**src/hdl/command_line_tokenizer_assert.svh**
```systemverilog
// ---------------------------------------------------------------------------
// Assertion macros for the command line tokenizer
// Clocked concurrent assertions with asynchronous reset masking.
// ---------------------------------------------------------------------------
`ifndef COMMAND_LINE_TOKENIZER_ASSERT_SVH
`define COMMAND_LINE_TOKENIZER_ASSERT_SVH

// Property must hold at every rising edge outside reset.
`define CLT_ASSERT(lbl, clk, rst_n, prop, msg) \
	lbl: assert property (@(posedge clk) disable iff (!rst_n) prop) else $error(msg);

// Condition must never be true outside reset.
`define CLT_NEVER(lbl, clk, rst_n, cond, msg) \
	lbl: assert property (@(posedge clk) disable iff (!rst_n) !(cond)) else $error(msg);

`endif

```
**src/hdl/clt_pkg.sv**
```systemverilog
// ---------------------------------------------------------------------------
// clt_pkg
// Shared types and character constants of the command line tokenizer.
// ---------------------------------------------------------------------------
package clt_pkg;

	// Parse phases
	typedef enum logic [2:0] {
		PH_LEAD = 3'd0, // skipping leading whitespace
		PH_EXEQ = 3'd1, // quoted executable name
		PH_EXEP = 3'd2, // plain executable name
		PH_GAP  = 3'd3, // whitespace between arguments
		PH_ARG  = 3'd4  // inside an argument
	} clt_phase_t;

	// Character codes
	localparam logic [7:0] CH_NUL   = 8'h00;
	localparam logic [7:0] CH_SPACE = 8'h20;
	localparam logic [7:0] CH_TAB   = 8'h09;
	localparam logic [7:0] CH_BSL   = 8'h5C;
	localparam logic [7:0] CH_QUOTE = 8'h22;

	// Token kinds
	localparam logic KIND_EXE = 1'b0;
	localparam logic KIND_ARG = 1'b1;

	// One result word
	typedef struct packed {
		logic [7:0] backslash_count;
		logic [7:0] char_code;
		logic       char_valid;
		logic       token_end;
		logic       token_kind;
		logic       string_end;
	} clt_result_t;

endpackage

```
**src/hdl/clt_parse.sv**
```systemverilog
// ---------------------------------------------------------------------------
// clt_parse
// Parse state registers and the combinational step logic for one byte.
// ---------------------------------------------------------------------------
`include "command_line_tokenizer_assert.svh"

module clt_parse #(
	parameter int MAX_BACKSLASH_RUN = 255
) (
	input  logic                 clk,
	input  logic                 arst_n,
	input  logic                 step_en,    // consume byte_in this cycle
	input  logic [7:0]           byte_in,
	output logic                 has_result,
	output clt_pkg::clt_result_t result
);

	localparam int RW = $clog2(MAX_BACKSLASH_RUN + 1);
	localparam int BW = (RW > 8) ? RW : 8;
	localparam logic [RW-1:0] RUN_MAX = RW'(MAX_BACKSLASH_RUN);
	localparam logic [BW-1:0] BS_CLAMP = BW'(255);

	clt_pkg::clt_phase_t phase_q, phase_d;
	logic                quoting_q, quoting_d;
	logic                pend_q, pend_d;
	logic [RW-1:0]       run_q, run_d;

	logic       in_arg;
	logic       use_run;
	logic       q_eff;
	logic       is_blank;
	logic [BW-1:0] n_ext;
	logic [BW-1:0] n_sel;

	logic       nul_step;
	logic       parse_idle;
	logic       run_stray;

	assign is_blank = (byte_in == clt_pkg::CH_SPACE) || (byte_in == clt_pkg::CH_TAB);

	// Next state and result for the byte at hand
	always_comb begin
		phase_d   = phase_q;
		quoting_d = quoting_q;
		pend_d    = pend_q;
		run_d     = run_q;
		in_arg    = 1'b0;
		use_run   = 1'b0;
		q_eff     = quoting_q;
		result    = '0;

		case (phase_q)
			clt_pkg::PH_EXEQ: begin
				if (byte_in == clt_pkg::CH_NUL) begin
					phase_d           = clt_pkg::PH_LEAD;
					result.token_end  = 1'b1;
					result.string_end = 1'b1;
				end else if (byte_in == clt_pkg::CH_QUOTE) begin
					phase_d          = clt_pkg::PH_GAP;
					result.token_end = 1'b1;
				end else begin
					result.char_code  = byte_in;
					result.char_valid = 1'b1;
				end
			end
			clt_pkg::PH_EXEP: begin
				if (byte_in == clt_pkg::CH_NUL) begin
					phase_d           = clt_pkg::PH_LEAD;
					result.token_end  = 1'b1;
					result.string_end = 1'b1;
				end else if (is_blank) begin
					phase_d          = clt_pkg::PH_GAP;
					result.token_end = 1'b1;
				end else begin
					result.char_code  = byte_in;
					result.char_valid = 1'b1;
				end
			end
			clt_pkg::PH_GAP: begin
				if (byte_in == clt_pkg::CH_NUL) begin
					phase_d           = clt_pkg::PH_LEAD;
					result.token_kind = clt_pkg::KIND_ARG;
					result.string_end = 1'b1;
				end else if (!is_blank) begin
					phase_d = clt_pkg::PH_ARG;
					in_arg  = 1'b1;
				end
			end
			clt_pkg::PH_ARG: begin
				in_arg = 1'b1;
			end
			default: begin
				if (byte_in == clt_pkg::CH_NUL) begin
					phase_d           = clt_pkg::PH_LEAD;
					result.token_end  = 1'b1;
					result.string_end = 1'b1;
				end else if (is_blank) begin
					phase_d = clt_pkg::PH_LEAD;
				end else if (byte_in == clt_pkg::CH_QUOTE) begin
					phase_d = clt_pkg::PH_EXEQ;
				end else begin
					phase_d           = clt_pkg::PH_EXEP;
					result.char_code  = byte_in;
					result.char_valid = 1'b1;
				end
			end
		endcase

		// Argument rules: backslash runs, quoting, doubled quotes
		if (in_arg) begin
			result.token_kind = clt_pkg::KIND_ARG;
			if (pend_q && byte_in == clt_pkg::CH_QUOTE) begin
				// doubled quote inside quotes
				pend_d            = 1'b0;
				result.char_code  = byte_in;
				result.char_valid = 1'b1;
			end else begin
				if (pend_q) begin
					pend_d    = 1'b0;
					quoting_d = 1'b0;
					q_eff     = 1'b0;
				end
				if (byte_in == clt_pkg::CH_BSL) begin
					if (run_q < RUN_MAX)
						run_d = run_q + 1'b1;
				end else begin
					run_d   = '0;
					use_run = 1'b1;
					if (byte_in == clt_pkg::CH_QUOTE) begin
						if (!run_q[0]) begin
							if (q_eff)
								pend_d = 1'b1;
							else
								quoting_d = 1'b1;
						end else begin
							result.char_code  = byte_in;
							result.char_valid = 1'b1;
						end
					end else if (byte_in == clt_pkg::CH_NUL) begin
						phase_d           = clt_pkg::PH_LEAD;
						quoting_d         = 1'b0;
						pend_d            = 1'b0;
						result.token_end  = 1'b1;
						result.string_end = 1'b1;
					end else if (is_blank && !q_eff) begin
						phase_d          = clt_pkg::PH_GAP;
						result.token_end = 1'b1;
					end else begin
						result.char_code  = byte_in;
						result.char_valid = 1'b1;
					end
				end
			end
		end

		// Pending backslashes, halved before a quote, clamped to a byte
		if (use_run) begin
			if (n_sel > BS_CLAMP)
				result.backslash_count = 8'hFF;
			else
				result.backslash_count = n_sel[7:0];
		end
	end

	assign n_ext = BW'(run_q);
	assign n_sel = (byte_in == clt_pkg::CH_QUOTE) ? (n_ext >> 1) : n_ext;

	assign has_result = (result.backslash_count != 8'd0) || result.char_valid ||
		result.token_end || result.string_end;

	// State registers
	always_ff @(posedge clk or negedge arst_n) begin
		if (!arst_n) begin
			phase_q   <= clt_pkg::PH_LEAD;
			quoting_q <= 1'b0;
			pend_q    <= 1'b0;
			run_q     <= '0;
		end else if (step_en) begin
			phase_q   <= phase_d;
			quoting_q <= quoting_d;
			pend_q    <= pend_d;
			run_q     <= run_d;
		end
	end

	// Checks
	assign nul_step   = step_en && (byte_in == clt_pkg::CH_NUL);
	assign parse_idle = (phase_q == clt_pkg::PH_LEAD) && !quoting_q && !pend_q && (run_q == '0);
	assign run_stray  = (run_q != '0) && (phase_q != clt_pkg::PH_ARG);

	`CLT_ASSERT(a_nul_resets, clk, arst_n, nul_step |=> parse_idle, "zero byte left parser busy")
	`CLT_NEVER(a_pend_needs_quoting, clk, arst_n, pend_q && !quoting_q, "quote pending unquoted")
	`CLT_NEVER(a_run_only_in_arg, clk, arst_n, run_stray, "backslash run held outside an argument")

endmodule

```
**src/hdl/clt_out_stage.sv**
```systemverilog
// ---------------------------------------------------------------------------
// clt_out_stage
// Result register with stream handshake toward the consumer.
// ---------------------------------------------------------------------------
module clt_out_stage (
	input  logic                 clk,
	input  logic                 arst_n,
	input  logic                 load_valid, // a word is offered for loading
	input  clt_pkg::clt_result_t load_word,
	output logic                 can_load,   // register free after this edge
	output logic                 tvalid,
	input  logic                 tready,
	output clt_pkg::clt_result_t word
);

	logic                 valid_s2;
	clt_pkg::clt_result_t word_s2;

	assign can_load = !valid_s2 || tready;

	// Valid flag
	always_ff @(posedge clk or negedge arst_n) begin
		if (!arst_n)
			valid_s2 <= 1'b0;
		else if (can_load)
			valid_s2 <= load_valid;
	end

	// Payload
	always_ff @(posedge clk) begin
		if (can_load && load_valid)
			word_s2 <= load_word;
	end

	assign tvalid = valid_s2;
	assign word   = word_s2;

endmodule

```
**src/hdl/command_line_tokenizer.sv**
```systemverilog
// ---------------------------------------------------------------------------
// command_line_tokenizer
// Splits a zero-terminated command line into executable and argument tokens.
// ---------------------------------------------------------------------------
// Takes one byte per cycle, back to back, while the output is not stalled, and
// gives at most one word per byte; each word passes the input register, then
// the result register, before it is valid on the output.
// The rate is set by the combinational parse step that updates phase, quoting and
// backslash run state for every byte. Bytes that only extend a backslash run
// or skip whitespace give no word. A zero byte ends the line with string_end
// set (tlast) and the parser is ready for a new line at the next byte.
// Backslash runs count up to MAX_BACKSLASH_RUN; the count on the output is
// clamped to 255.
module command_line_tokenizer #(
	parameter int MAX_BACKSLASH_RUN = 255
) (
	input  logic        clk,
	input  logic        arst_n,
	input  logic        s_tvalid,
	output logic        s_tready,
	input  logic [7:0]  s_tdata,  // [7:0] text_byte
	output logic        m_tvalid,
	input  logic        m_tready,
	output logic [15:0] m_tdata,  // [7:0] backslash_count, [15:8] char_code
	output logic        m_tlast,  // string_end
	output logic [2:0]  m_tuser   // [0] char_valid, [1] token_end, [2] token_kind
);

	logic                 valid_s1;
	logic [7:0]           byte_s1;
	logic                 can_load;
	logic                 step_en;
	logic                 has_result;
	clt_pkg::clt_result_t result;
	clt_pkg::clt_result_t out_word;

	// Input stage moves on whenever the result register can take its word
	assign step_en  = valid_s1 && can_load;
	assign s_tready = !valid_s1 || can_load;

	always_ff @(posedge clk or negedge arst_n) begin
		if (!arst_n)
			valid_s1 <= 1'b0;
		else if (s_tready)
			valid_s1 <= s_tvalid;
	end

	always_ff @(posedge clk) begin
		if (s_tready && s_tvalid)
			byte_s1 <= s_tdata;
	end

	clt_parse #(
		.MAX_BACKSLASH_RUN(MAX_BACKSLASH_RUN)
	) u_parse (
		.clk       (clk),
		.arst_n    (arst_n),
		.step_en   (step_en),
		.byte_in   (byte_s1),
		.has_result(has_result),
		.result    (result)
	);

	clt_out_stage u_out (
		.clk       (clk),
		.arst_n    (arst_n),
		.load_valid(valid_s1 && has_result),
		.load_word (result),
		.can_load  (can_load),
		.tvalid    (m_tvalid),
		.tready    (m_tready),
		.word      (out_word)
	);

	// Output packing
	assign m_tdata = {out_word.char_code, out_word.backslash_count};
	assign m_tlast = out_word.string_end;
	assign m_tuser = {out_word.token_kind, out_word.token_end, out_word.char_valid};

endmodule

```
**config.mk**
```make
export PLATFORM = sky130hd
export DESIGN_NAME = command_line_tokenizer
export DESIGN_NICKNAME = d
export VERILOG_FILES = /design/src/hdl/clt_pkg.sv /design/src/hdl/clt_parse.sv /design/src/hdl/clt_out_stage.sv /design/src/hdl/command_line_tokenizer.sv
export VERILOG_INCLUDE_DIRS = /design/src /design/src/hdl
export SDC_FILE = /design/constraint.sdc
export NUM_CORES = 1
export LEC_CHECK = 0
export BUFFER_PORTS_ARGS = -buffer_cell sky130_fd_sc_hd__buf_2
export CELL_PAD_IN_SITES_DETAIL_PLACEMENT = 1
export CELL_PAD_IN_SITES_GLOBAL_PLACEMENT = 1
export CORE_MARGIN = 2
export CORE_UTILIZATION = 40
export CTS_CLUSTER_DIAMETER = 100
export DETAILED_ROUTE_END_ITERATION = 10
export PLACE_DENSITY_LB_ADDON = 0.1
export RECOVER_POWER = 50
export SYNTH_ARGS = -nofsm -noshare
export SYNTH_HDL_FRONTEND = slang
export SYNTH_HIERARCHICAL = 1
export SYNTH_SLANG_ARGS = --single-unit
```
**constraint.sdc**
```tcl
create_clock -name clk -period 2.6 [get_ports clk]
set_clock_uncertainty 0.15 [all_clocks]
set_input_delay 0.13 -clock clk [delete_from_list [all_inputs] [get_ports clk]]
set_output_delay 0.13 -clock clk [all_outputs]
set_load 0.1 [all_outputs]
```
==> results of run 1 <==
==> cell type report <==
type	count	area, um2	share of cell area, %
Sequential cell	43	1216	40.87
Multi-Input combinational cell	152	982.2	33.01
Timing Repair Buffer	88	576.8	19.39
Tap cell	72	90.09	3.028
Clock buffer	7	86.33	2.902
Inverter	5	18.77	0.6308
Clock inverter	1	5.005	0.1682
==> worst register-to-register path, cell delays in order, from the launching register on <==
cell and delay [ns]:
edfxtp_1 0.38, or4_4 0.62, o211ai_1 0.32, a21oi_1 0.14, a311o_1 0.31, or3_1 0.32, and2_4 0.18, and2_4 0.19
==> path summary, 6_finish.rpt <==
kind	to	slack [ns]	cells past startpoint
hold reg to reg	u_parse/quoting_q	0.38	2
max in group asynchronous	valid_s1	1.39	2
min in group asynchronous	u_parse/quoting_q	0.34	2
setup reg to reg	u_out/word[10]	-0.25	7
setup / recovery	u_out/word[10]	-0.25	7
hold / removal	u_out/tvalid	0.28	3
==> metal layers <==
layer | vias up | track usage, % | wire [um]
met4 | 0 | 9.298 | 191
met3 | 16 | 4.023 | 358
met2 | 64 | 36.98 | 3194
li1 | 963 | - | -
met1 | 1014 | 30.54 | 2889
met5 | - | 0 | 0
==> cell usage in the layout, fill, tap and decap left out, types with 2 or more instances in the layout <==
cell / Yosys / routed
o211ai_1: 3 / 3
or3_1: 3 / 3
and2_4: 2 / 6
nor4_1: 2 / 2
a31oi_1: 5 / 5
nand2b_1: 3 / 4
and4b_1: 2 / 2
nand2_1: 22 / 22
dlygate4sd3_1: 0 / 10
nor3b_1: 6 / 6
clkbuf_8: 0 / 6
a211oi_1: 2 / 2
clkbuf_1: 7 / 20
or4_1: 3 / 2
buf_4: 0 / 44
nor3_1: 3 / 2
o21ai_0: 8 / 8
nand3b_1: 2 / 2
and3_1: 4 / 4
dfrtp_1: 15 / 15
nand3_1: 9 / 8
nor2_1: 13 / 13
buf_2: 3 / 15
inv_1: 5 / 5
or2_2: 2 / 2
edfxtp_1: 28 / 28
o31ai_1: 3 / 3
nor2b_1: 2 / 2
a21oi_1: 16 / 16
a311oi_1: 2 / 2
and2_1: 5 / 4
o21a_1: 2 / 2
==> registers in the layout, indices dropped and copies added (netlist names) <==
name and count:
byte_s1 8, u_out/tvalid 1, u_out/word 20, u_parse/n_ext 8, u_parse/pend_q 1, u_parse/phase_q 3, u_parse/quoting_q 1, valid_s1 1
==> stage by stage <==
stage | area [um2] | instances | hold slack [ns]
2_1_floorplan | 2223 | 208 | -0.3156
3_3_place_gp | 2711 | 340 | -0.08900
3_5_place_dp | 2711 | 340 | -0.07261
4_1_cts | 2992 | 367 | 0.05775
5_1_grt | 2975 | 368 | 0.2698
6_report | 2975 | 368 | 0.2786
==> kinds of logic (layout without fill, tap and decap cells) <==
group | Yosys count | after routing | share of synthesized area (%)
AND/OR/NAND/NOR | 91 | 94 | 23.70
AO/OA/AOI/OAI | 55 | 55 | 16.91
flip-flops | 43 | 43 | 54.98
buffers and inverters | 16 | 101 | 2.941
adder cells (fa/ha/maj) | 1 | 1 | 0.5655
XOR/XNOR | 1 | 1 | 0.3960
multiplexers | 1 | 1 | 0.5090
==> power breakdown <==
part	leakage [nW]	internal, mW	switching (mW)
Combinational	0.677	0.417	1.31
Sequential	0.467	0.922	0.0497
Clock	0.0482	0.214	0.224
==> timing repair <==
action                                  4_1_cts  5_1_grt
endpoints found under the setup margin       21       25
hold buffers                                 10        0
gates resized for setup                       9        2
setup buffers                                 6        1
gates cloned                                  3        0
endpoints found under the hold margin        24        0
pin swaps                                     7        1
==> flow_metrics.env, run 1 <==
export IMPL_synth_flop_cell="edfxtp_1"
export IMPL_total_power_mw=3.138
export IMPL_leakagePower_nw=1.192
export IMPL_tns_ns=-4.754
export IMPL_synth_edf_count=28
export IMPL_syn_to_final_growth_pct=34.50
export IMPL_clk_latency_ns=0.30
export IMPL_violations="setup timing"
export IMPL_antenna_found_initial=0
export IMPL_setup_viol=21
export IMPL_ys_seq_area_share_pct=54.98
export IMPL_hpwl_um=4600
export IMPL_core_area_um2=5439
export IMPL_period_share_pct=109.4
export IMPL_slew_headroom_pct=21.26
export IMPL_nets=308
export IMPL_p_per_area_nw_per_um2=1055
export IMPL_drc=0
export IMPL_routabilityCongestion=0.8939
export IMPL_viasPerCell=5.590
export IMPL_cts_tree="built"
export IMPL_layout_drive_gt1_share_pct=28.04
export IMPL_crit_slowest_cell="or4_4"
export IMPL_dp_slack_ns=-0.3464
export IMPL_ant_nets=0
export IMPL_start_kind="flip-flop"
export IMPL_finalMaxSlewViolations=0
export IMPL_critPathKind="flip-flop to flip-flop"
export IMPL_ys_ff_latch=43
export IMPL_worstReg2RegStart="byte_s1[6]"
export IMPL_cts_num_sinks=43
export IMPL_crit_chain="or4_4 > o211ai_1 > a21oi_1 > a311o_1 > or3_1 > and2_4 > and2_4"
export IMPL_yosysWarnings=6
export IMPL_synth_area_leader_cell="edfxtp_1"
export IMPL_worst_pin_slew_ns=1.186
export IMPL_syn_avg_cell_area_um2=10.64
export IMPL_synthTopCellsByCount="edfxtp_1, nand2_1, a21oi_1, dfrtp_1, nor2_1"
export IMPL_crit_start="byte_s1[6]"
export IMPL_max_stage_delay_ns=0.62
export IMPL_grt_max_degree=16
export IMPL_die_y_um=78.37
export IMPL_path_clk_slew_ns=0.08
export IMPL_antennaDiodeCount=0
export IMPL_cp_buffers_inverters=0
export IMPL_synth_area_leaders="edfxtp_1, dfrtp_1, nand2_1"
export IMPL_crit_arrival_ns=2.75
export IMPL_path_max_fanout=5
export IMPL_synth_top_area_share_pct=38.01
export IMPL_cp_common_cell="and2_4"
export IMPL_nFillCells=625
export IMPL_grt_pass1_vias=2117
export IMPL_status="finished, violations left"
export IMPL_start_util_pct=40.67
export IMPL_synth_area_um2=2212
export IMPL_routed_wl_um=6632
export IMPL_hold_violations=0
export IMPL_vdd_ir_drop_max_mv=0.6413
export IMPL_cp_data_required_time_ns=2.51
export IMPL_die_area_um2=6141
export IMPL_synth_most_common_cell="edfxtp_1"
export IMPL_finalCoreUtilization_pct=54.70
export IMPL_crit_family="simple AND/OR/NAND/NOR gates"
export IMPL_rsz0062_at_grt="true"
export IMPL_die_w_um=78.37
export IMPL_grt_overflow=0
export IMPL_port_buffers=33
export IMPL_yosysUniqueCellTypes=54
export IMPL_cts_buffers=5
export IMPL_synthCells=208
export IMPL_dr_total_vias=2057
export IMPL_drtPass1Iterations=4
export IMPL_clk_path_buf_depth=2
export IMPL_drtIter0Drc=150
export IMPL_ios=34
export IMPL_max_freq_ghz=0.3514
export IMPL_htree_levels=2
export IMPL_worstSetupEndpointType="flip-flop"
export IMPL_hold_start="m_tready"
export IMPL_grt_pass1_wl_um=10810
export IMPL_max_cap_viol_count=0
export IMPL_post_route_min_period_ns=2.845
export IMPL_post_drt_wl_per_cell_um=18.02
export IMPL_rows=27
export IMPL_synth_fp_nets=221
export IMPL_setup_ws_ns=-0.2455
export IMPL_cts_root_buf="clkbuf_8"
export IMPL_async_reset_ff_share_pct=34.88
export IMPL_worstHoldPathType="input pin to flip-flop"
export IMPL_grt_usage_pct=22.86
Note: power is estimated with default switching activity, not from simulation.
==> run 2, diff against run 1 <==
==> constraint.sdc (replaced) <==
create_clock -name clk -period 2.6 [get_ports clk]
set_clock_uncertainty 0.15 [all_clocks]
set_input_delay 0.26 -clock clk [delete_from_list [all_inputs] [get_ports clk]]
set_output_delay 0.26 -clock clk [all_outputs]
set_load 0.1 [all_outputs]
==> flow_metrics.env, run 2 (same netlist as run 1, synthesis figures left out) <==
export IMPL_worst_pin_slew_ns=1.172
export IMPL_crit_chain="or4_4 > o211ai_1 > a21oi_1 > a311o_1 > or3_1 > and2_4 > and2_4"
export IMPL_max_cap_viol_count=0
export IMPL_multi_input_area_um2=979.7
export IMPL_max_freq_ghz=0.3506
export IMPL_hpwl_um=4600
export IMPL_r2r_cells=7
export IMPL_largest_register_ffs=20
export IMPL_grt_max_degree=16
export IMPL_status="finished, violations left"
export IMPL_total_power_mw=3.142
export IMPL_post_drt_wl_per_cell_um=17.90
export IMPL_clk_latency_ns=0.30
export IMPL_post_route_min_period_ns=2.852
export IMPL_cp_endpoint="u_out/word[10]"
export IMPL_die_area_um2=6141
export IMPL_reg2reg_to="u_out/word[10]"
export IMPL_viasPerCell=5.619
export IMPL_antenna_found_initial=0
export IMPL_cp_data_required_time_ns=2.51
export IMPL_grt_overflow=0
export IMPL_port_buffers=33
export IMPL_leakagePower_nw=1.210
export IMPL_cts_num_sinks=43
export IMPL_routed_wl_um=6571
export IMPL_grt_pass1_vias=2105
export IMPL_p_per_area_nw_per_um2=1057
export IMPL_grt_pass1_wl_um=10780
export IMPL_worstReg2RegStart="byte_s1[6]"
export IMPL_final_area_um2=2973
export IMPL_path_clk_slew_ns=0.07
export IMPL_routabilityCongestion=0.8939
export IMPL_setup_ws_ns=-0.2521
export IMPL_syn_to_final_growth_pct=34.39
export IMPL_crit_arrival_ns=2.76
export IMPL_path_max_fanout=5
export IMPL_p_seq_share_pct=30.9
export IMPL_cts_root_buf="clkbuf_8"
export IMPL_nets=307
export IMPL_finalMaxSlewViolations=0
export IMPL_drtIter0Drc=133
export IMPL_start_util_pct=40.67
export IMPL_layout_drive_gt1_share_pct=30.51
export IMPL_ios=34
export IMPL_crit_slowest_cell="or4_4"
export IMPL_slew_headroom_pct=22.19
export IMPL_ant_nets=0
export IMPL_setup_viol=21
export IMPL_cts_tree="built"
export IMPL_p_int_mw=1.560
export IMPL_grt_usage_pct=22.81
export IMPL_clk_path_buf_depth=2
export IMPL_rows=27
export IMPL_vdd_ir_drop_max_mv=0.6653
export IMPL_seq_area_um2=1216
export IMPL_hold_violations=0
export IMPL_htree_levels=2
export IMPL_dr_total_vias=2062
export IMPL_violations="setup timing"
export IMPL_core_area_um2=5439
export IMPL_cts_buffers=5
export IMPL_tns_ns=-4.883
export IMPL_cp_common_cell="and2_4"
export IMPL_p_switching_mw=1.581
export IMPL_layout_commonest_cell="buf_4"
export IMPL_switching_share_pct=50.33
export IMPL_crit_start="byte_s1[6]"
export IMPL_clkPwrFrac_pct=13.9
export IMPL_worstHoldPathType="input pin to flip-flop"
export IMPL_worstSetupEndpointType="flip-flop"
export IMPL_start_kind="flip-flop"
export IMPL_finalCoreUtilization_pct=54.66
export IMPL_drc=0
export IMPL_period_share_pct=109.7
export IMPL_max_stage_delay_ns=0.62
export IMPL_holdWs_ns=0.01668
export IMPL_rsz0062_at_grt="true"
export IMPL_final_cell_mix="buf_4, edfxtp_1, buf_2"
export IMPL_comb_power_share_pct=55.3
export IMPL_nFillCells=624
export IMPL_drtPass1Iterations=4
export IMPL_antennaDiodeCount=0
export IMPL_die_w_um=78.37
export IMPL_die_y_um=78.37
export IMPL_postPlaceCellArea_um2=2711
export IMPL_rrSetupSlack_ns=-0.25
export IMPL_critPathKind="flip-flop to flip-flop"
## run 2: power by group through the flow
stage               logic (mW)  clock network, mW  registers [mW]
finish                    1.74              0.436           0.970
global route              1.81              0.478           0.988
CTS                       1.72              0.448           0.973
detailed placement        1.61                  0           0.987
global placement          1.57                  0           0.978
floorplan                0.460                  0            1.76
## run 2: layout make-up
type / instances / share of cell area (%)
inverters: 5 / 0.6313
multi-input cells: 152 / 32.95
clock buffers: 7 / 2.904
clock inverters: 1 / 0.1684
well taps: 72 / 3.030
repair buffers: 87 / 19.40
flip-flops and latches: 43 / 40.91
## run 2: critical path, delay by kind of cell, from the launching register on
family	cells	cell delay, ns
AOI/OAI and AO/OA	3	0.77
and+or+nand+nor	4	1.31
DFF	1	0.38
## run 2: per-layer routing
metal,global-route usage (%),vias to the layer above,wire length (um)
li1,-,962,-
met1,30.54,1015,2877
met2,36.81,68,3159
met3,4.023,17,338
met4,9.298,0,195
met5,0,-,0
## run 2: worst min-delay path by stage
stage                                    to     start  depth (start not counted)  slack (ns)
after floorplan                u_out/tvalid    arst_n                          0       -0.19
after global routing               valid_s1  s_tvalid                          2        0.05
after detailed placement  u_parse/quoting_q    arst_n                          1        0.06
after global placement    u_parse/quoting_q    arst_n                          1        0.04
after CTS                          valid_s1  s_tvalid                          2        0.02
final                              valid_s1  s_tvalid                          2        0.02
## run 2: what timing repair did
action	in CTS	in global routing
gates cloned	3	0
resized for setup	9	2
pin swaps	7	1
hold buffers	9	0
hold endpoints to repair	23	0
endpoints found under the setup margin	21	25
buffers inserted	6	1
## run 2: per-stage QoR
step | std cells | setup WS (ns)
finish | 367 | -0.2521
global route | 367 | -0.3188
CTS | 366 | -0.1704
detailed placement | 340 | -0.3464
global placement | 340 | -0.2584
floorplan | 208 | -0.2352
